## src/sv/svf_pkg.sv

```systemverilog
// Shared types and constants for the Q15 state-variable filter.
// No dependencies; used by the interfaces, svf_cfg, svf_smul and the top level.
package svf_pkg;

  localparam int COEF_W    = 15;
  localparam int SAMPLE_W  = 16;
  localparam int CFG_IDX_W = 2;
  localparam int FRAC_BITS = 15;
  localparam int OUT_SHIFT = 16;

  localparam logic [COEF_W-1:0] FREQ_RST = 15'd16384;
  localparam logic [COEF_W-1:0] DAMP_RST = 15'd22937;
  localparam logic [COEF_W-1:0] DAMP_MIN = 15'd1024;

  localparam logic [CFG_IDX_W-1:0] REG_FREQ = 2'd0;
  localparam logic [CFG_IDX_W-1:0] REG_DAMP = 2'd1;
  localparam logic [CFG_IDX_W-1:0] REG_MODE = 2'd2;

  localparam logic [SAMPLE_W-1:0] Q15_MAX = 16'h7fff;
  localparam logic [SAMPLE_W-1:0] Q15_MIN = 16'h8000;

  typedef enum logic [1:0] {
    MODE_LP    = 2'd0,
    MODE_HP    = 2'd1,
    MODE_BP    = 2'd2,
    MODE_NOTCH = 2'd3
  } svf_mode_t;

  typedef struct packed {
    logic [COEF_W-1:0] freq;
    logic [COEF_W-1:0] damp;
    svf_mode_t         mode;
  } svf_cfg_t;

  typedef enum logic [1:0] {
    ST_IDLE  = 2'd0,
    ST_PASS1 = 2'd1,
    ST_PASS2 = 2'd2,
    ST_DONE  = 2'd3
  } svf_state_t;

endpackage

```

## src/sv/svf_cfg.sv

```systemverilog
// Configuration registers: frequency coefficient, clamped damping, output mode.
// Depends on svf_pkg.
module svf_cfg import svf_pkg::*; (
  input  logic                 clk,
  input  logic                 rst_n,
  input  logic                 cfg_we,
  input  logic [CFG_IDX_W-1:0] cfg_index,
  input  logic [COEF_W-1:0]    cfg_wdata,
  output svf_cfg_t             cfg
);

  svf_cfg_t cfg_r, cfg_nxt;

  always_comb begin
    cfg_nxt = cfg_r;
    if (cfg_we) begin
      unique case (cfg_index)
        REG_FREQ: cfg_nxt.freq = cfg_wdata;
        REG_DAMP: cfg_nxt.damp = (cfg_wdata < DAMP_MIN) ? DAMP_MIN : cfg_wdata;
        REG_MODE: cfg_nxt.mode = svf_mode_t'(cfg_wdata[1:0]);
        default: cfg_nxt = cfg_r;
      endcase
    end
  end

  always_ff @(posedge clk) begin
    if (!rst_n) begin
      cfg_r.freq <= FREQ_RST;
      cfg_r.damp <= DAMP_RST;
      cfg_r.mode <= MODE_LP;
    end else begin
      cfg_r <= cfg_nxt;
    end
  end

  assign cfg = cfg_r;

endmodule

```

## config.mk

```make
export PLATFORM = sky130hd
export DESIGN_NAME = svf_cfg
export DESIGN_NICKNAME = d
export VERILOG_FILES = /design/src/sv/svf_pkg.sv /design/src/sv/svf_cfg.sv
export SDC_FILE = /design/constraint.sdc
export NUM_CORES = 1
export LEC_CHECK = 0
export BUFFER_PORTS_ARGS = -buffer_cell sky130_fd_sc_hd__buf_2
export CAP_MARGIN = 30
export CORE_MARGIN = 3
export CORE_UTILIZATION = 45
export CTS_CLUSTER_DIAMETER = 100
export DETAILED_ROUTE_END_ITERATION = 12
export PLACE_DENSITY_LB_ADDON = 0.1
export SLEW_MARGIN = 40
export SYNTH_ARGS = -nofsm -noshare
export SYNTH_HDL_FRONTEND = slang
export SYNTH_SLANG_ARGS = --single-unit
```

## constraint.sdc

```tcl
create_clock -name clk -period 1.4 [get_ports clk]
set_input_delay 0.07 -clock clk [delete_from_list [all_inputs] [get_ports clk]]
set_output_delay 0.07 -clock clk [all_outputs]
set_load 0.005 [all_outputs]
```

-- Yosys cells after proc, flatten, opt, wreduce, memory -nomap -nowiden
Index checks and enable logic that the tools add are counted.
- $lt $le $gt $ge: 1
- equal/unequal tests: 2
- multiplexer cells: 1
- reductions and logical operators: 4
- operators with widths (kind ; number):
    15-bit by 11-bit less-than comparator with 1-bit output (second input constant) ; 1
    15-bit 2-to-1 mux ; 1
    2-bit AND reduction ; 3
    2-bit by 1-bit == test with 1-bit output (second input constant) ; 1
    2-bit == test (second input constant) ; 1
    2-bit logical NOT ; 1
- bits in registers: 32
- input port bits: 20
- output and inout port bits: 32

-- Longest topological paths before layout
Gate-level depths: netlist of the first run.
- depth in word-level cells: 2
- depth in mapped cells: 5

-- Worst setup path before layout of the first run
No wires, ideal clock.
- path type: input to register
- start point: input cfg_wdata[10]
- end point: register cfg_r (netlist bit cfg[10])
- setup time: 0.142 ns
- arrival: 0.937 ns
- data required time: 1.258 ns
- setup slack: 0.321 ns
- stages: 4
- cells stage by stage: or4_4 nor2_4 buf_12 o211ai_2
- longest elaborated chain between the ends: 2
- RTL lines (what ; RTL line ; source):
    start: declaration ; svf_cfg.sv:8 ; input logic [COEF_W-1:0] cfg_wdata,
    15-bit by 11-bit less-than comparator with 1-bit output ; svf_cfg.sv:19 ; REG_DAMP: cfg_nxt.damp = (cfg_wdata < DAMP_MIN) ? DAMP_MIN : cfg_wdata;
    15-bit 2-to-1 mux ; svf_cfg.sv:19 ;
    end signal: assignment ; svf_cfg.sv:32 ; cfg_r <= cfg_nxt;
    end: declaration ; svf_cfg.sv:12 ; svf_cfg_t cfg_r, cfg_nxt;
Every way passes these cells.
A chain may end at the register's enable or synchronous reset.

-- Final worst setup path of the first run
- start point: input cfg_wdata[13]
- end point: register cfg_r (netlist bit cfg[10])
The elaborated chain is that of the path after synthesis.

==> results of run 1 <==
final timing paths:
check | start | endpoint | slack [ns] | cells after the start
max | cfg_wdata[13] | cfg[10] | 0.03 | 6
min | cfg_wdata[0] | cfg[17] | 0.02 | 3
max reg2reg | cfg[12] | cfg[12] | 0.70 | 2
min reg2reg | cfg[26] | cfg[26] | 0.46 | 2
logic make-up (layout without fill, tap and decap cells):
group | count (synthesis) | count (layout) | share of synthesized area (%)
mux | 2 | 2 | 1.55
compound gates | 27 | 27 | 18.2
buf+inv | 11 | 78 | 4.95
simple gates | 71 | 71 | 25.6
flops | 32 | 32 | 49.7
metrics by stage:
step | instances | cell area, um2
floorplan | 143 | 1290
global placement | 219 | 1580
detailed placement | 219 | 1580
CTS | 240 | 1770
global route | 240 | 1790
finish | 240 | 1790
per-layer routing:
layer / share of wire [%] / track usage [%]
met5: 0 / 0
met3: 5.9 / 6.54
met2: 48 / 33.1
met1: 45 / 23.3
met4: 1.2 / 6.96
worst max-delay path, delay by kind of cell:
family                 cells  cell delay [ns]
AOI/OAI and AO/OA          1             0.08
buffers and inverters      3             0.81
and+or+nand+nor            2             0.60
power groups by stage:
stage / Clock (mW) / Combinational (mW) / Sequential, mW
global placement: 0 / 0.193 / 0.982
detailed placement: 0 / 0.199 / 0.984
CTS: 0.564 / 0.227 / 0.963
finish: 0.548 / 0.228 / 0.963
global route: 0.607 / 0.252 / 0.968
floorplan: 0 / 0.0968 / 0.987
cells in the final DEF, fill, tap and decap left out:
cell type / instances
sky130_fd_sc_hd__o31a_1: 1
sky130_fd_sc_hd__o21ai_2: 5
sky130_fd_sc_hd__buf_4: 5
sky130_fd_sc_hd__mux2i_1: 2
sky130_fd_sc_hd__and3b_1: 1
sky130_fd_sc_hd__nor2b_1: 2
sky130_fd_sc_hd__clkbuf_16: 1
sky130_fd_sc_hd__dlygate4sd3_1: 13
sky130_fd_sc_hd__clkbuf_8: 1
sky130_fd_sc_hd__dfxtp_1: 32
sky130_fd_sc_hd__or4_4: 1
sky130_fd_sc_hd__a21boi_0: 5
sky130_fd_sc_hd__nand3_1: 14
sky130_fd_sc_hd__a21boi_1: 10
sky130_fd_sc_hd__clkbuf_1: 2
sky130_fd_sc_hd__nand2_1: 48
sky130_fd_sc_hd__o211ai_2: 5
sky130_fd_sc_hd__o21a_1: 1
sky130_fd_sc_hd__nor2_4: 1
sky130_fd_sc_hd__clkbuf_4: 5
sky130_fd_sc_hd__buf_2: 50
sky130_fd_sc_hd__or3b_1: 1
sky130_fd_sc_hd__nor3b_2: 1
sky130_fd_sc_hd__buf_12: 1
sky130_fd_sc_hd__nand3b_1: 2
final cells by class:
class / count / area, um2
timing repair buffer: 70 / 463
sequential: 32 / 641
tap: 30 / 37.5
clock buffer: 8 / 58.8
multi-input combinational: 100 / 586
fill: 217 / 805
cell usage after synthesis, drive strengths merged:
master / number / area [um2]
o31a: 1 / 8.76
or4: 1 / 11.3
and3b: 1 / 8.76
o211ai: 5 / 62.6
nand2: 48 / 180
clkbuf: 5 / 18.8
buf: 6 / 45.0
or3b: 1 / 8.76
a21boi: 15 / 113
nor3b: 1 / 12.5
mux2i: 2 / 20.0
nor2b: 2 / 12.5
nand3b: 2 / 15.0
dfxtp: 32 / 641
nand3: 14 / 70.1
o21ai: 5 / 43.8
o21a: 1 / 7.51
nor2: 1 / 11.3
what timing repair did:
| action | 4_1_cts | 5_1_grt |
|---|---|---|
| setup endpoints to repair | 0 | 1 |
| hold buffers | 13 | 0 |
| hold endpoints to repair | 17 | 0 |
==> results.cfg, run 1 <==
[power]
gate_power_share_pct = 13.1
netSwitchingFraction_pct = 24.6
power.clock.fraction_pct = 31.5
total_switching_power_mw = 0.428
power-per-cell-area_mw_per_mm2 = 974
finalPower_mw = 1.74
static_leakage_nw = 0.814
share_seq_of_total_power_pct = 55.4
power.internal_mw = 1.31
vdd_drop_max_uv = 770

[clock_tree]
clkSinkCount = 32
cts.repair.resized = 0
h_tree_levels = 2
cts_inserted_buffers = 5
number_of_buffers_between_clock_root_and_the_deepest_sink = 2
clock_tree.root_cell = sky130_fd_sc_hd__clkbuf_4
clk_pin_slew_worst_paths_ns = 0.09
clock_insertion_delay_worst_skew_ns = 0.33
tritoncts = built
post_cts.repair.setup_buffers = 0

[sta]
period_needed_ns = 1.37
fin_hold_ws_ns = 0.0224
final.setup.worst_slack_ns = 0.0309
unrepaired_setup_endpoints_after_global_routing = no
fmax_ghz = 0.730
report.final.slew_viol_count = 0
timing.slew.headroom_pct = 63.8
timing.clock.skew_ns = 0
timing_hold_violations_final = 0
final_setup_violating_endpoints = 0
timing_worst_slew_pin_value_ns = 0.543
timing.final.crit_share_pct = 97.8
setup_tns_ns = 0

[placed_design]
place_congestion = 0.702
detailedPlace.worstSlack_ns = 0.162
placement.io_buffers = 51
detailed_place_hpwl_um = 2250

[detailed_routing]
drc_errors = 0
initialDrtViolationCount = 37
ant_nets = 0
drt-total-wl_um = 3290
wire_per_inst_um = 13.7
detail_route.first_pass.iterations = 4
detailed_route_via_count = 1231
avgViaCountPerCell = 5.13

[setup_path]
critPathRequiredTime_ns = 1.60
worstSetupEndpointType = flip-flop
critPathSlowestCell = sky130_fd_sc_hd__dlygate4sd3_1
critPathMaxStageDelay_ns = 0.53
critPathKind = primary input to flip-flop
timing.critical_path.fanout_max = 6
worst_setup_path_start_kind = primary input
path_cells = dlygate4sd3_1 > buf_2 > or4_4 > nor2_4 > buf_12 > o211ai_2
endpoint_arrival_time_on_the_critical_path_ns = 1.57

[die]
fp.dieArea_mm2 = 0.00355
pin_count = 52
floorplan.initialDensity_pct = 49.8
num_rows = 18
die_w_um = 59.5
vertical_extent_of_the_die_um = 59.5
coreArea_mm2 = 0.00259

[finish]
layout.nets = 229
drive_above_1_share_pct = 36.2
finalCoreUtilization_pct = 68.9
syn2layout_area_growth_pct = 38.4
antennaDiodeCount = 0
largest_reg_flops = 32

[synthesis]
post_synthesis_sequential_area_ratio_pct = 49.7
yosysWarningCount = 0
post_synth.cell_area_avg_um2 = 9.02
ys_types = 20
syn_inst = 143
syn_area_mm2 = 0.00129
yosys_register_bits = 32
synthesized_net_count = 163

[global_route]
vias_in_the_first_global_route = 1152
grt_pass1_wl_um = 5050
grt-ovfl-total = 0
number_of_antenna_violations_at_the_first_check_in_global_routing = 0
grt_start_max_net_pins = 23
global_route.usage.total_pct = 19.7

[run]
max_cap_viol_count = 0

[min_path]
worstHoldPathType = primary input to flip-flop

[status]
run_status = complete, no violations
No activity file was read; power rests on OpenSTA's default activity.
==> run 2, diff against run 1 <==
--- a/config.mk
+++ b/config.mk
@@ -5,12 +5,12 @@
 export SDC_FILE = /design/constraint.sdc
 export NUM_CORES = 1
 export LEC_CHECK = 0
-export BUFFER_PORTS_ARGS = -buffer_cell sky130_fd_sc_hd__buf_2
 export CAP_MARGIN = 30
 export CORE_MARGIN = 3
 export CORE_UTILIZATION = 45
 export CTS_CLUSTER_DIAMETER = 100
 export DETAILED_ROUTE_END_ITERATION = 12
+export DONT_BUFFER_PORTS = 1
 export PLACE_DENSITY_LB_ADDON = 0.1
 export SLEW_MARGIN = 40
 export SYNTH_ARGS = -nofsm -noshare
==> results.cfg, run 2 (same netlist as run 1, synthesis figures left out) <==
[status]
run_status = complete, no violations

[finish]
antennaDiodeCount = 0
layout.nets = 179
layout_commonest_cell = sky130_fd_sc_hd__nand2_1
drive_above_1_share_pct = 13.8
postLayoutCellArea_mm2 = 0.00152
syn2layout_area_growth_pct = 17.5
fillerInstances = 246
largest_reg_flops = 32
leading_cell_types_in_the_layout_fill_and_taps_excluded = sky130_fd_sc_hd__nand2_1, sky130_fd_sc_hd__dfxtp_1, sky130_fd_sc_hd__dlygate4sd3_1

[placed_design]
placement.io_buffers = 0
detailed_place_hpwl_um = 1940
postPlaceCellArea_mm2 = 0.00128
place_congestion = 0.740

[sta]
final_setup_violating_endpoints = 0
fmax_ghz = 0.792
unrepaired_setup_endpoints_after_global_routing = no
timing_worst_slew_pin_value_ns = 0.537
period_needed_ns = 1.26
timing.clock.skew_ns = 0
setup_tns_ns = 0
timing_hold_violations_final = 0
timing.final.crit_share_pct = 90.2
timing.slew.headroom_pct = 64.2
report.final.slew_viol_count = 0

[detailed_routing]
initialDrtViolationCount = 37
detail_route.first_pass.iterations = 4
drt-total-wl_um = 2950
avgViaCountPerCell = 5.42
detailed_route_via_count = 1025
drc_errors = 0
wire_per_inst_um = 15.6
ant_nets = 0

[die]
fp.dieArea_mm2 = 0.00355
coreArea_mm2 = 0.00259
num_rows = 18
pin_count = 52
die_w_um = 59.5
floorplan.initialDensity_pct = 49.8
vertical_extent_of_the_die_um = 59.5

[power]
power-per-cell-area_mw_per_mm2 = 1070
vdd_drop_max_uv = 783
static_leakage_nw = 0.582

[clock_tree]
h_tree_levels = 2
clk_pin_slew_worst_paths_ns = 0.10
tritoncts = built
cts.repair.resized = 0
number_of_buffers_between_clock_root_and_the_deepest_sink = 2
post_cts.repair.setup_buffers = 0
cts_inserted_buffers = 5
clock_tree.root_cell = sky130_fd_sc_hd__clkbuf_4
clock_insertion_delay_worst_skew_ns = 0.32
clkSinkCount = 32

[global_route]
grt_start_max_net_pins = 38
global_route.usage.total_pct = 18.2
grt_pass1_wl_um = 4620
grt-ovfl-total = 0
vias_in_the_first_global_route = 1010
number_of_antenna_violations_at_the_first_check_in_global_routing = 0

[setup_path]
critPathKind = primary input to flip-flop
critPathRequiredTime_ns = 1.63
timing.critical_path.fanout_max = 37
critPathMaxStageDelay_ns = 0.57
worst_setup_path_start_kind = primary input
critical_path.most_common_cell = sky130_fd_sc_hd__dlygate4sd3_1
regToRegStartpoint = cfg[31]
worst_r2r_path_depth = 3
path_cells = dlygate4sd3_1 > buf_12 > nand3_1 > dlygate4sd3_1
crit-reg2reg-capture = cfg[31]
endpoint_arrival_time_on_the_critical_path_ns = 1.49
critPathSlowestCell = sky130_fd_sc_hd__dlygate4sd3_1
worstSetupEndpointType = flip-flop
ff2ff_setup_slack_ns = 0.27

[min_path]
worstHoldPathType = primary input to flip-flop
hold_path_startpoint = cfg_wdata[13]
worstHoldPathCells = 3
holdPathEnd = cfg[7]

[run]
max_cap_viol_count = 0
run 2: cell count changes in the layout (fill, tap and decap cells not counted), sizes merged:
cell,change
clkbuf,-3
buf,-53
dlygate4sd3,+4
clkinv,+1
run 2: layout make-up:
type | instances | area (um2) | area share [%]
tap | 30 | 37.5 | 2.48
sequential | 32 | 641 | 42.3
timing repair buffer | 20 | 205 | 13.5
multi-input combinational | 100 | 586 | 38.6
clock inverter | 1 | 5.00 | 0.330
clock buffer | 6 | 41.3 | 2.73
run 2: power breakdown:
group / switching, mW / internal (mW) / leakage [nW]
logic: 0.0801 / 0.0817 / 0.293
clock network: 0.298 / 0.185 / 0.0281
registers: 0.0267 / 0.946 / 0.261
total: 0.404 / 1.21 / 0.582
run 2: worst max-delay path, delay by kind of cell:
family,cells,cell delay [ns]
buffers and inverters,3,1.33
and+or+nand+nor,1,0.09
run 2: metrics by stage:
| step | power [mW] | hold slack [ns] | util, % | setup WS, ns | instances |
|---|---|---|---|---|---|
| 2_1_floorplan | 1.08 | 0.194 | - | 0.321 | 143 |
| 3_3_place_gp | 1.09 | 0.137 | 49.4 | 0.214 | 164 |
| 3_5_place_dp | 1.09 | 0.140 | 49.4 | 0.188 | 164 |
| 4_1_cts | 1.63 | 0.0669 | 58.5 | 0.155 | 189 |
| 5_1_grt | 1.70 | 0.0644 | 58.5 | 0.110 | 189 |
| 6_report | 1.62 | 0.0785 | 58.5 | 0.137 | 189 |
run 2: worst max path at each step:
stage	slack [ns]	end	start
floorplan	0.32	cfg[10]	cfg_wdata[10]
global placement	0.21	cfg[10]	cfg_wdata[10]
detailed placement	0.19	cfg[6]	cfg_wdata[10]
CTS	0.16	cfg[31]	rst_n
global route	0.11	cfg[31]	rst_n
finish	0.14	cfg[31]	rst_n
run 2: timing repair:
action / in CTS / in global routing
hold buffers: 18 / 0
endpoints found under the hold margin: 32 / 0
endpoints found under the setup margin: 0 / 0
run 2: metal layers:
metal / GRT usage, % / part of all wire, % / up-vias
met4: 6.01 / 0.81 / 0
met5: 0 / 0 / -
li1: - / - / 514
met3: 9.80 / 8.2 / 4
met2: 29.5 / 49 / 34
met1: 20.3 / 42 / 473
