## src/sv/svf_pkg.sv

```systemverilog
// Shared types and constants for the Q15 state-variable filter.
// No dependencies; used by the interfaces, svf_cfg, svf_smul and the top level.
package svf_pkg;

  localparam int COEF_W    = 15;
  localparam int SAMPLE_W  = 16;
  localparam int CFG_IDX_W = 2;
  localparam int FRAC_BITS = 15;
  localparam int OUT_SHIFT = 16;

  localparam logic [COEF_W-1:0] FREQ_RST = 15'd16384;
  localparam logic [COEF_W-1:0] DAMP_RST = 15'd22937;
  localparam logic [COEF_W-1:0] DAMP_MIN = 15'd1024;

  localparam logic [CFG_IDX_W-1:0] REG_FREQ = 2'd0;
  localparam logic [CFG_IDX_W-1:0] REG_DAMP = 2'd1;
  localparam logic [CFG_IDX_W-1:0] REG_MODE = 2'd2;

  localparam logic [SAMPLE_W-1:0] Q15_MAX = 16'h7fff;
  localparam logic [SAMPLE_W-1:0] Q15_MIN = 16'h8000;

  typedef enum logic [1:0] {
    MODE_LP    = 2'd0,
    MODE_HP    = 2'd1,
    MODE_BP    = 2'd2,
    MODE_NOTCH = 2'd3
  } svf_mode_t;

  typedef struct packed {
    logic [COEF_W-1:0] freq;
    logic [COEF_W-1:0] damp;
    svf_mode_t         mode;
  } svf_cfg_t;

  typedef enum logic [1:0] {
    ST_IDLE  = 2'd0,
    ST_PASS1 = 2'd1,
    ST_PASS2 = 2'd2,
    ST_DONE  = 2'd3
  } svf_state_t;

endpackage

```

## src/sv/svf_smul.sv

```systemverilog
// Serial-parallel multiplier: with step high, multiplicand enters LSB first, one
// bit per cycle, times a 15-bit coefficient; a product bit per cycle. Uses svf_pkg.
module svf_smul import svf_pkg::*; (
  input  logic              clk,
  input  logic              clr,
  input  logic              step,
  input  logic [COEF_W-1:0] coef,
  input  logic              mbit,
  output logic              pbit
);

  logic [COEF_W-1:0] part_r;
  logic [COEF_W:0]   sum;

  assign sum  = {1'b0, part_r} + (mbit ? {1'b0, coef} : '0);
  assign pbit = sum[0];

  always_ff @(posedge clk) begin
    if (clr) begin
      part_r <= '0;
    end else if (step) begin
      part_r <= sum[COEF_W:1];
    end
  end

endmodule
```

## config.mk

```make
export PLATFORM = sky130hd
export DESIGN_NAME = svf_smul
export DESIGN_NICKNAME = d
export VERILOG_FILES = /design/src/sv/svf_pkg.sv /design/src/sv/svf_smul.sv
export SDC_FILE = /design/constraint.sdc
export NUM_CORES = 1
export LEC_CHECK = 0
export BUFFER_PORTS_ARGS = -buffer_cell sky130_fd_sc_hd__buf_2
export CAP_MARGIN = 20
export CORE_ASPECT_RATIO = 1.25
export CORE_MARGIN = 4
export CORE_UTILIZATION = 54
export CTS_BUF_LIST = sky130_fd_sc_hd__clkbuf_4
export CTS_CLUSTER_DIAMETER = 200
export DETAILED_ROUTE_END_ITERATION = 6
export PLACE_DENSITY_LB_ADDON = 0.08
export SETUP_SLACK_MARGIN = 0.02
export SLEW_MARGIN = 25
export SYNTH_ARGS = -nofsm -noshare
export SYNTH_HDL_FRONTEND = slang
export SYNTH_SLANG_ARGS = --single-unit
export TNS_END_PERCENT = 10
```

## constraint.sdc

```tcl
create_clock -name clk -period 7.2 [get_ports clk]
set_clock_uncertainty 0.1 [all_clocks]
set_input_delay 1.44 -clock clk [delete_from_list [all_inputs] [get_ports clk]]
set_output_delay 1.44 -clock clk [all_outputs]
set_load 0.01 [all_outputs]
```

# [Yosys cells after proc, flatten, opt, wreduce, memory -nomap -nowiden]
# Cells that the tools add are included.
[word_totals] input_bits=19 word_cells=3 ff_bits=15 output_inout_bits=1
[op_classes] addsub=1 mux=1
[ops] operator="adder 15 x 15 -> 16 bit" count=1
[ops] operator="two-way mux 15 bit" count=1

# [Longest topological paths before layout]
# Gate-level depths: netlist (run 1).
[logic_depth] ltp_word=2 depth_mapped=9 depth_no_buf=8

# [Worst setup path before layout (run 1)]
# OpenSTA, ideal clock, no wires.
[synth_path] path_type="input to register" start="in mbit" end="reg part_r[13]" path_buffers=1 t_required_ps=6968 stages=9 arrival_time_ps=3354 setup_time_ps=132 setup_slack_ps=3614 cell_sequence="clkbuf_1 -> and2_1 -> ha_1 -> fa_1 -> a21o_1 -> a221oi_2 -> or4_4 -> and4_4 -> o41ai_2"
[synth_between] elab_chain_cells=2
[synth_rtl] item="from (decl)" line_no="svf_smul.sv:8" source="input logic mbit,"
[synth_rtl] item="two-way mux 15 bit" line_no="svf_smul.sv:15" source="assign sum = {1'b0, part_r} + (mbit ? {1'b0, coef} : '0);"
[synth_rtl] item="adder 15 x 15 -> 16 bit" line_no="svf_smul.sv:15"
[synth_rtl] item="to (signal assigned)" line_no="svf_smul.sv:22" source="part_r <= sum[COEF_W:1];"
[synth_rtl] item="to (decl)" line_no="svf_smul.sv:12" source="logic [COEF_W-1:0] part_r;"
# No other way between the ends.
# A chain may end at the register's enable or synchronous reset.

# [Worst setup path in the final report (run 1)]
[layout_path] start="in mbit" end="out pbit"
[layout_between] elab_chain_cells=2
[layout_rtl] item="two-way mux 15 bit" line_no="svf_smul.sv:15"
[layout_rtl] item="adder 15 x 15 -> 16 bit" line_no="svf_smul.sv:15"
[layout_rtl] item="to (decl)" line_no="svf_smul.sv:9" source="output logic pbit"
# No other way between the ends.

==> results of run 1 <==
-- through the flow --
step	utilization, %	std cells	setup WS [ps]	power (mW)
6_report	61.1	212	3450	0.218
5_1_grt	61.1	212	3410	0.233
4_1_cts	61.1	212	3430	0.220
3_5_place_dp	59.9	208	3270	0.166
3_3_place_gp	59.9	208	3380	0.163
2_1_floorplan	-	165	3610	0.149
-- power by group through the flow --
stage / clock network, mW / registers [mW] / logic (mW)
floorplan: 0 / 0.0946 / 0.0541
global placement: 0 / 0.0955 / 0.0673
detailed placement: 0 / 0.0957 / 0.0700
CTS: 0.0557 / 0.0939 / 0.0702
global route: 0.0587 / 0.0947 / 0.0794
finish: 0.0539 / 0.0941 / 0.0701
-- cell usage in the layout, fill, tap and decap left out, drive strengths merged, types with 2 or more instances in the layout --
cell type  count
ha            15
o21ai          8
xor2           2
and2          15
nand4          3
o31ai          2
nor4           2
a211oi         3
dfxtp         15
a21oi         15
inv            4
or4            4
nor3           2
and3           3
a31oi          3
mux2i          5
a22o           2
nand2         14
nor2          12
xnor2          4
clkbuf         4
buf           19
a21o           3
-- metal layers --
| metal | vias up | GRT usage (%) | wire (um) |
|---|---|---|---|
| met2 | 29 | 38.0 | 1720 |
| met4 | 0 | 6.71 | 38 |
| met3 | 6 | 2.80 | 143 |
| met5 | - | 0 | 0 |
| met1 | 583 | 27.3 | 1410 |
| li1 | 643 | - | - |
-- critical path, cell delays in order --
cell and delay, ps:
sky130_fd_sc_hd__buf_2 180, sky130_fd_sc_hd__and2_1 170, sky130_fd_sc_hd__ha_1 270, sky130_fd_sc_hd__buf_2 140
-- cells by family (layout without fill, tap and decap cells) --
| kind of cell | count (synthesis) | in the layout | synth area share, % |
|---|---|---|---|
| flip-flops | 15 | 15 | 22.3 |
| XOR/XNOR | 6 | 6 | 3.90 |
| multiplexers | 5 | 5 | 3.71 |
| buffers and inverters | 13 | 27 | 4.54 |
| AND/OR/NAND/NOR | 61 | 61 | 24.5 |
| AO/OA/AOI/OAI | 49 | 49 | 25.7 |
| adder cells (fa/ha/maj) | 16 | 16 | 15.4 |
-- path summary, 6_finish.rpt --
path,end,cells past startpoint,startpoint
max,pbit,4,mbit
min,part_r[13],2,part_r[13]
max reg2reg,part_r[9],7,part_r[0]
min reg2reg,part_r[13],2,part_r[13]
-- area by class of cell --
| cell class | instances | area (sq um) | share of cell area [%] |
|---|---|---|---|
| clock buffer | 4 | 30.0 | 2.04 |
| inverter | 4 | 15.0 | 1.02 |
| multi-input combinational | 137 | 987 | 67.2 |
| sequential | 15 | 300 | 20.4 |
| tap | 33 | 41.3 | 2.81 |
| timing repair buffer | 19 | 95.1 | 6.47 |
==> run summary, run 1 <==
The synthesized net count is 200. At the end of the flow, the number of nets in the layout was 215. The number of max-cap violations is 0.

Of all nets on the critical path, the largest fanout is 15. The die extent in x came out at 52.7 um. The clock transition at the registers of the reported paths is 100 ps. The total non-filler cell area in the finished layout is between 1000 and 1500 sq um. Cell internal power was estimated by the tool at 0.145 mW.

Of all flip-flops after synthesis, the portion carrying an async set or reset was 0%. The CTS H-tree depth is 1. The switching power share of the total is 33.3%. The total of hold buffers inserted after clock tree synthesis is 0. For the pin with the worst max-slew slack, the measured transition is between 500 and 600 ps. The post-route worst hold slack is between 300 and 400 ps. The kind of start point of the critical path is a primary input. Of the total power, registers draw ~43%. The share of power burned in combinational logic came out at 32.2%. TritonCTS built the clock tree. The number of global-route vias before repair is approximately 1300.

The distinct cell type count after synthesis is between 40 and 50. The first global-routing pass estimated 5730 um of wire. The largest voltage drop on the vdd net is 129 uV. The flow ran to the end, and the final reports show no timing, DRC or antenna violations.

The final period demand of the worst path came out at 3750 ps. The mean instance size in the synthesized netlist came out at 8.17 sq um. The number of fill cells in the layout came out at between 200 and 250. The number of hold violations in the final report is 0. The sort of element at the end of the critical path is a primary output. Once detail routing completed, the nets flagged for antenna violations numbered 0.

The floorplan has 20 rows. In this run the clock root is driven by a sky130_fd_sc_hd__clkbuf_4. The setup slack of the worst register-to-register path came out at 4740 ps.

The number of buffers added on ports came out at 19. 20 I/O pins were placed. The ratio of routed vias to standard cells came out at 5.95.

The most flop-heavy register is part_r. The routed layout has roughly 1300 vias. The most instantiated flip-flop cell in the synthesis netlist is sky130_fd_sc_hd__dfxtp_1. The post-route fraction of the period consumed by the critical path came out at between 50% and 60%. The critical path is of the primary input to primary output type. The total inserted antenna cells is 0. The total wire length after detailed routing came out at 3310 um. STA puts the critical path data arrival time at 2210 ps. By area the synthesized netlist is led by sky130_fd_sc_hd__dfxtp_1 (22%), sky130_fd_sc_hd__ha_1 (14%), sky130_fd_sc_hd__and2_1 (7.0%). For the final routed database, the setup TNS stands at 0 ps. For the worst setup path, the data required time is 5660 ps. Setup repair after global routing left no endpoint under its margin. The first routing iteration left 39 violations.

The number of buffers created by CTS is 3. The total power per unit cell area came out at 148 nW/um^2. The number of search-and-repair iterations in the first detailed-routing pass is 5. The initial antenna violation count is 0. The number of flip-flops in the largest register came out at 15. The count of state elements after synthesis came out at 15. Yosys mapped a number of flops with a built-in enable equal to 0. The largest net degree at the start of global routing is 20. The weighted congestion at the end of routability-driven global placement is about 0.87. In this run the power spent charging and discharging nets is approximately 0.073 mW. The post-synthesis sequential area ratio came out at 22.3%. Setup violations remaining at the end of the flow were counted as 0. For this run, the number of Yosys warnings is 0. Compared with the post-synthesis result, the final layout area differs by 8.91%. Counting instances in the post-synthesis netlist gives the leading cell types as sky130_fd_sc_hd__a21oi_1 (15), sky130_fd_sc_hd__and2_1 (15), sky130_fd_sc_hd__dfxtp_1 (15), sky130_fd_sc_hd__ha_1 (15), sky130_fd_sc_hd__nand2_1 (14). The cell type with the largest total area after synthesis is sky130_fd_sc_hd__dfxtp_1. The share of the synthesized area in the top cell type is 22.3%. The height of the chip is 63.9 um.

The floorplan step defined a core boundary enclosing 2400 sq um. Summing all placed instances gives a cell area of 1440 sq um. Once the clock tree was built, the setup fixing pass inserted 0 buffers. The placed wire-length estimate after detailed placement came out at 2540 um.

The detailed-route DRC error count is 0. After detailed routing, the average wire length per cell comes to about 16 um. The type of the most critical hold path is register to register. The clock network burns 24.7% of the power.

The max-slew violation count came to 0. In this run, post-CTS repair resized a total of 0 instances. The maximum count of clock buffers along a single path is 2.

The worst slew margin relative to its limit is about 66%. The cell area after synthesis is 1350 sq um. The number of standard cells after synthesis is 165. The highest clock frequency the design can meet is 267 MHz. The layout cell share with drive strength beyond 1 is 17.3%. The starting utilization of the core area came out at around 56%. For the worst-skew pair, the clock arrives at the later sink with an insertion delay of 280 ps. The overall die area is roughly 3400 sq um. Global routing used 21.9% of the available tracks. The largest registers in the layout are part_r x15. The leakage power is 0.645 nW.

The number of sinks handled by clock tree synthesis came out at 15. The aggregate global routing overflow came out at 0.
Power figures use the tool's default switching activity.
==> inputs of run 2 (changes only) <==
--- a/config.mk
+++ b/config.mk
@@ -5,6 +5,7 @@
 export SDC_FILE = /design/constraint.sdc
 export NUM_CORES = 1
 export LEC_CHECK = 0
+export ABC_AREA = 1
 export BUFFER_PORTS_ARGS = -buffer_cell sky130_fd_sc_hd__buf_2
 export CAP_MARGIN = 20
 export CORE_ASPECT_RATIO = 1.25
==> constraint.sdc (replaced) <==
create_clock -name clk -period 3 [get_ports clk]
set_clock_uncertainty 0.1 [all_clocks]
set_input_delay 0.6 -clock clk [delete_from_list [all_inputs] [get_ports clk]]
set_output_delay 0.6 -clock clk [all_outputs]
set_load 0.01 [all_outputs]
==> run summary, run 2 <==
The run finished with clean final reports. The cell area after synthesis came to 1600 sq um (+19%). The layout cell share with drive strength beyond 1 came out at 10.5% (-6.9 points). The placed wire-length estimate after detailed placement came out at 2730 um (+7.5%).

The share of synthesized registers carrying an async set or reset was 0% (unchanged). The largest total area in the synthesized netlist belongs to sky130_fd_sc_hd__nand2_1. The worst setup path is captured at a register.

The length of routed wiring on met1 is 1630 um (+15%). The data arrival time of the critical path is 2270 ps (+60 ps). The required time at the worst-slack endpoint came out at 3100 ps (-2560 ps). In this run the worst setup path begins at mbit. The worst setup margin is 832 ps (-2620 ps).

The top-level I/O count came to 20 (unchanged). The kind of start point of the critical path is a primary input. The endpoint identified for the worst register-to-register timing path is part_r[13]. In this run the most critical hold path is launched from part_r[0].

The number of vias in the routed layout came out at 1611 (+28%). The synthesized net count came out at 322 (+61%). The highest clock frequency the design can meet came out at 461 MHz. The clock transition at the registers of the reported paths came to 90 ps (about the same). The number of flip-flops in the largest register is 15 (unchanged).

The total inserted antenna cells came out at 0 (unchanged). The met2 routed wirelength came to 1700 um (-1.2%). The die extent in x came out at 56.7 um (+7.6%). The fraction of power consumed by sequential logic is 39.8% (-3.3 points). The worst slew margin relative to its limit came out at 71.9% (+5.9 points). The cell-internal power came out at 0.357 mW (+150%). The leakage power is 1.21 nW (+88%). The number of buffers added on ports came out at 19 (unchanged). The number of hold violations in the final report came to 0 (unchanged). The post-synthesis sequential area ratio is 18.8% (-3.5 points). The number of gates given a new drive strength after cts came out at 0 (unchanged). The maximum count of clock buffers along a single path came to 2 (unchanged). The setup slack of the worst register-to-register path came out at 1120 ps (-3620 ps). The tree is rooted in a sky130_fd_sc_hd__clkbuf_4. The layout net count came out at 342 (+59%).

In this run the worst hold path is classified as register to register. The total of hold buffers inserted after clock tree synthesis is 0 (unchanged). The number of nets with antenna violations after routing was 0 (unchanged). The detailed-route DRC error count is 0 (unchanged). The cell that appears most often on the critical path is sky130_fd_sc_hd__nand2_1. The commonest non-fill, non-tap cell in the layout is sky130_fd_sc_hd__nand2_1.

The number of buffers inserted by post-CTS setup repair is 0 (unchanged). In the layout the commonest cells are sky130_fd_sc_hd__nand2_1 (90), sky130_fd_sc_hd__inv_1 (69), sky130_fd_sc_hd__nor2_1 (34), sky130_fd_sc_hd__nand3_1 (20), sky130_fd_sc_hd__buf_2 (19). The number of search-and-repair iterations in the first detailed-routing pass is 4 (-1).

The mean instance size in the synthesized netlist was 5.58 sq um (-32%). The total wire length after detailed routing is 3540 um (+7.0%). The logic depth of the worst register-to-register path is 12 (+5). The worst slack at placement is 536 ps (-2740 ps).

The weighted congestion at the end of routability-driven global placement is 0.897 (+3.6%). The type of the worst setup path is primary input to register. The share of power burned in combinational logic is 36.3% (+4.1 points). The setup TNS after final layout came out at 0 ps (unchanged). The number of max-cap violations is 0 (unchanged).

The sink of the worst hold path is part_r[0]. The worst-path cell with the longest stage delay is sky130_fd_sc_hd__fa_1. The clock network fraction of design power is 23.9% (-0.8 points). The height of the chip came out at 68.9 um (+7.8%).

The starting utilization of the core area came out at 58.0% (+1.9 points). The switching power share of the total came out at 37.6% (+4.3 points). The clock network latency to the later pin of the worst-skew pair is 300 ps (+20 ps). Setup repair after global routing left no endpoint under its margin. The number of standard cells after synthesis came out at 287 (+74%).

The number of buffers created by CTS came out at 3 (unchanged). The CTS H-tree depth came to 1 (unchanged). The final period demand of the worst path came out at between 2000 and 2500 ps.

The number of warnings reported in the yosys synthesis log came out at 0 (unchanged). The most flop-heavy register is part_r. The overall global routing resource usage is 19.9% (-2.0 points).

By area the synthesized netlist is led by sky130_fd_sc_hd__nand2_1 (21%), sky130_fd_sc_hd__dfxtp_1 (19%), sky130_fd_sc_hd__inv_1 (16%). The number of sinks handled by clock tree synthesis came out at 15 (unchanged). The worst register-to-register path begins at part_r[0]. The met3 layer wire length in the routed design is 155 um (+8.4%).

The initial antenna violation count is 0 (unchanged). The total of endpoints with negative setup slack in the final report is 0 (unchanged). The number of synthesized flops with an enable pin is 0 (unchanged).

The overall die area was 3910 sq um (+16%). The net switching power is 0.215 mW (+200%). The largest driver fanout on the critical path is 15 (unchanged). In the synthesized netlist the dominant register cell turns out to be sky130_fd_sc_hd__dfxtp_1.

The critical path goes through buf_2 -> nand2_1 -> inv_1 -> ha_1 -> fa_1 -> nand2_1 -> nand2_1 -> nand3_1 -> nand2_2 -> nand2_1 -> nand2_1 -> nand2_1 -> nand3_1 -> nand2_1 -> inv_1. The number of placement rows came out at 21 (+5.0%). The DRC violation total after the first TritonRoute iteration is 69 (+77%). The per-cell routed wire length was 10.4 um (-33%). The highest layer touched by signal routing is met4.

The share of the synthesized area in the top cell type is 21.1% (-1.2 points). The core region area is 2760 sq um (+15%). The post-route fraction of the period consumed by the critical path came out at between 70 and 80%. The number of stages on the worst hold path came out at 2 (unchanged). The number of global-route vias before repair came out at 1506 (+18%). The aggregate global routing overflow is 0 (unchanged).

The total power per unit cell area is 330 nW/um^2 (+120%). The largest registers in the layout are part_r x15. The layout overhead on the synthesized area is 8.44%.

Counting instances in the post-synthesis netlist gives the leading cell types as sky130_fd_sc_hd__nand2_1 (90), sky130_fd_sc_hd__inv_1 (69), sky130_fd_sc_hd__nor2_1 (34). The actual transition at the worst max-transition pin is 422 ps (-88.2 ps). The distinct cell type count after synthesis is 22 (-55%).

The max-slew violation count was 0 (unchanged). The power after layout came to 0.573 mW (+160%). The ratio of routed vias to standard cells came out at 4.74 (-20%). TritonCTS built the clock tree. The largest voltage drop on the vdd net came to 206 uV (+60%). The count of state elements after synthesis is 15 (unchanged). In the post-synthesis netlist, the cell with the most instances is sky130_fd_sc_hd__nand2_1. The first-pass GRT wire length came out at 6110 um (+6.6%). The largest net degree at the start of global routing was 23 (+15%).

The post-route worst hold slack came to 428 ps (+51.1 ps). The longest individual stage delay on the worst path was 420 ps (+150 ps).
[run 2: cell types whose count changed after synthesis, sizes merged, moves of 4 or more]
cell    delta
xnor2      -4
inv       +67
xor2       +5
a21oi      -6
clkbuf     -4
nand3     +19
or4        -4
nand2     +79
nor2      +26
mux2i      -5
and2      -15
[run 2: power groups by stage]
stage,clock network [mW],registers (mW),logic [mW]
after detailed placement,0,0.233,0.208
final,0.137,0.228,0.208
after CTS,0.140,0.228,0.209
after floorplan,0,0.230,0.162
after global placement,0,0.233,0.207
after global routing,0.145,0.230,0.244
[run 2: cell type report]
class / count / area [sq um]
fillers: 302 / 1020
multi-input cells: 197 / 1000
flip-flops and latches: 15 / 300
inverters: 71 / 267
repair buffers: 19 / 95.1
well taps: 34 / 42.5
clock buffers: 4 / 30.0
[run 2: cells by family after synthesis]
group | Yosys count | synth area share (%)
AOI/OAI and AO/OA | 18 | 5.62
buffers and inverters | 75 | 18.7
adders and majority gates | 16 | 13.0
xor gates and xnor gates | 7 | 3.83
DFF | 15 | 18.8
and+or+nand+nor | 156 | 40.2
[run 2: worst max path at each step]
| stage | end | slack, ps | cells after the start |
|---|---|---|---|
| 4_1_cts | part_r[13] | 820 | 15 |
| 2_1_floorplan | part_r[7] | 690 | 12 |
| 3_3_place_gp | part_r[7] | 570 | 12 |
| 3_5_place_dp | part_r[7] | 540 | 12 |
| 6_report | part_r[13] | 830 | 15 |
| 5_1_grt | part_r[13] | 670 | 15 |
[run 2: critical path: cells and delay by family]
family | cells | cell delay (ps)
adder cells (fa/ha/maj) | 2 | 620
buffers and inverters | 3 | 270
AND/OR/NAND/NOR | 10 | 770
[run 2: metrics by stage]
step	area, sq um	util, %	cells
after CTS	1740	62.9	340
after global placement	1710	61.9	336
final	1740	62.9	340
after floorplan	1600	-	287
after global routing	1740	62.9	340
after detailed placement	1710	61.9	336
[run 2: per-layer routing]
layer	vias up	track usage, %
met4	0	9.50
li1	891	-
met3	7	2.61
met1	683	23.0
met2	30	36.6
met5	-	0
==> inputs of run 3 (changes only) <==
==> constraint.sdc (replaced) <==
create_clock -name clk -period 2.2 [get_ports clk]
set_clock_uncertainty 0.1 [all_clocks]
set_input_delay 0.44 -clock clk [delete_from_list [all_inputs] [get_ports clk]]
set_output_delay 0.44 -clock clk [all_outputs]
set_load 0.01 [all_outputs]
==> run summary, run 3 (synthesized netlist as in run 2, its figures left out) <==
The critical path in this run is classified as primary input to register. The detailed-route DRC error count is 0 (unchanged). The clock tree from TritonCTS is yes.

The data arrival time of the critical path came out at 2020 ps (-250 ps). The post-route fraction of the period consumed by the critical path is between 80% and 90%. The tree is rooted in a sky130_fd_sc_hd__clkbuf_4. The kind of start point of the critical path is a primary input.

The layout cell share with drive strength beyond 1 was 13.3% (+2.8 points). The max-slew violation count came out at 0 (unchanged). The number of gates given a new drive strength after cts is 0 (unchanged). Relative to the synthesized area, the layout overhead comes to 13.9%.

The number of global-route vias before repair was 1531 (+1.7%). Leaving out fill and tap cells, the most frequent cells in the layout are sky130_fd_sc_hd__nand2_1 (90), sky130_fd_sc_hd__inv_1 (69), sky130_fd_sc_hd__nor2_1 (34), sky130_fd_sc_hd__nand3_1 (20), sky130_fd_sc_hd__buf_2 (19). The final design utilization came out at 66.1% (+3.2 points). The required time at the worst-slack endpoint came out at 2290 ps (-810 ps). The total instance count after detailed placement is 346 (+3.0%). The ratio of routed vias to standard cells came out at 4.69 (-0.93%). The largest voltage drop on the vdd net came out at 238 uV (+15%).

The placed wire-length estimate after detailed placement is 2950 um (+7.9%). The core region area is 2760 sq um (unchanged). The overall global routing resource usage is 21.2% (+1.3 points). The power after layout came out at 0.803 mW (+40%). STA classifies the critical path endpoint as a register.

The final period demand of the worst path came out at between 1500 and 2000 ps. The number of sinks handled by clock tree synthesis came out at 15 (unchanged). The area of placed instances came to 1790 sq um (+5.1%). The number of buffers added on ports came out at 19 (unchanged). The number of flip-flops in the largest register is 15 (unchanged). In the final layout, the registers with the most flip-flops are part_r x15. The setup slack of the worst register-to-register path came out at 350 ps (-770 ps). The actual transition at the worst max-transition pin is 317 ps (-105 ps). The type of the most critical hold path is register to register. The clock network latency to the later pin of the worst-skew pair came to 290 ps (about the same).

The total of endpoints with negative setup slack in the final report came to 0 (unchanged). part_r holds more flip-flops than any other register. The post-route worst hold slack was 435 ps (+6.81 ps). The weighted congestion at the end of routability-driven global placement came out at 0.934 (+4.2%).

The total non-filler cell area in the finished layout is 1820 sq um (+5.0%). The largest driver fanout on the critical path came out at 9 (-6). The number of nets with antenna violations after routing came to 0 (unchanged). The CTS H-tree depth came out at 1 (unchanged). The per-cell routed wire length came out at 10.7 um (+2.9%). The starting utilization of the core area is 58.0% (unchanged). The die extent in x came to 56.7 um (unchanged). The total of hold buffers inserted after clock tree synthesis is 0 (unchanged). Setup repair after global routing left no endpoint under its margin. The top-level I/O count is 20 (unchanged). The number of search-and-repair iterations in the first detailed-routing pass came out at 4 (unchanged).

The largest net degree at the start of global routing came to 22 (-4.3%). The worst setup margin came to 278 ps (-553 ps). The height of the chip came out at 68.9 um (unchanged).

The layout net count came out at 352 (+2.9%). The total inserted antenna cells is 0 (unchanged). The DRC violation total after the first TritonRoute iteration came to 49 (-29%). The number of fill cells in the layout is 290 (-4.0%). The aggregate global routing overflow is 0 (unchanged). The total power per unit cell area came out at 440 nW/um^2 (+34%).

The number of vias in the routed layout is 1643 (+2.0%). The number of buffers inserted by post-CTS setup repair came to 0 (unchanged). The setup TNS after final layout came to 0 ps (unchanged). The run finished with clean final reports. The initial antenna violation count is 0 (unchanged). The post-route non-filler standard cell count is 350 (+2.9%). The overall die area is 3910 sq um (unchanged). The first-pass GRT wire length is 6430 um (+5.3%). The clock transition at the registers of the reported paths was 90 ps (about the same).

The total wire length after detailed routing came out at 3750 um (+6.0%). The area of the multi-input gates is 1000 sq um (unchanged). The number of placement rows came to 21 (unchanged). The worst slack at placement is 11.5 ps (-524 ps). The highest clock frequency the design can meet is 520 MHz.

The number of hold violations in the final report came out at 0 (unchanged). The leakage power is 1.27 nW (+4.4%). The number of max-cap violations is 0 (unchanged). The sequential cell area came out at 300 sq um (unchanged).

The worst slew margin relative to its limit is 78.9% (+7.0 points). The commonest non-fill, non-tap cell in the layout is sky130_fd_sc_hd__nand2_1. The number of buffers created by CTS came out at 3 (unchanged). The maximum count of clock buffers along a single path came to 2 (unchanged).
==> run 3: cell count changes in the layout (fill, tap and decap cells not counted) <==
| cell | previous run | this run |
|---|---|---|
| sky130_fd_sc_hd__buf_12 | 0 | 1 |
| sky130_fd_sc_hd__buf_4 | 0 | 9 |
==> run 3: report_power, final <==
part           switching (mW)  internal [mW]  total, mW
logic                   0.183          0.128      0.311
registers              0.0158          0.296      0.312
clock network          0.0974         0.0829      0.180
==> run 3: area by class of cell <==
class	count	share of cell area (%)
clock buffers	4	1.65
inverters	71	14.6
multi-input cells	197	54.9
repair buffers	29	10.0
flip-flops and latches	15	16.5
well taps	34	2.33
==> run 3: final timing paths <==
| check | from | cells after the start | endpoint |
|---|---|---|---|
| worst max register to register | part_r[0] | 10 | part_r[11] |
| worst min register to register | part_r[0] | 2 | part_r[0] |
| worst min-delay path | part_r[0] | 2 | part_r[0] |
| worst max-delay path | mbit | 15 | part_r[12] |
==> run 3: critical path, cell delays in order <==
cell                      delay (ps)
sky130_fd_sc_hd__buf_2           130
sky130_fd_sc_hd__buf_12          140
sky130_fd_sc_hd__nand2_1          50
sky130_fd_sc_hd__inv_1            40
sky130_fd_sc_hd__ha_1            320
sky130_fd_sc_hd__nand2_1         110
sky130_fd_sc_hd__inv_1            80
sky130_fd_sc_hd__nand2_1          70
sky130_fd_sc_hd__nand2_1          90
sky130_fd_sc_hd__a21oi_1         230
sky130_fd_sc_hd__nand2_1          80
sky130_fd_sc_hd__nand2_1          70
sky130_fd_sc_hd__nand3_1          60
sky130_fd_sc_hd__nand2_1          70
sky130_fd_sc_hd__inv_1            30
==> run 3: layer usage <==
metal  GRT usage [%]  wire (um)  part of all wire, %  vias up
li1                -          -                    -      915
met1            25.3       1750                   47      687
met2            37.6       1750                   47       30
met3            2.98        120                  3.2       11
met4            10.4        127                  3.4        0
met5               0          0                    0        -
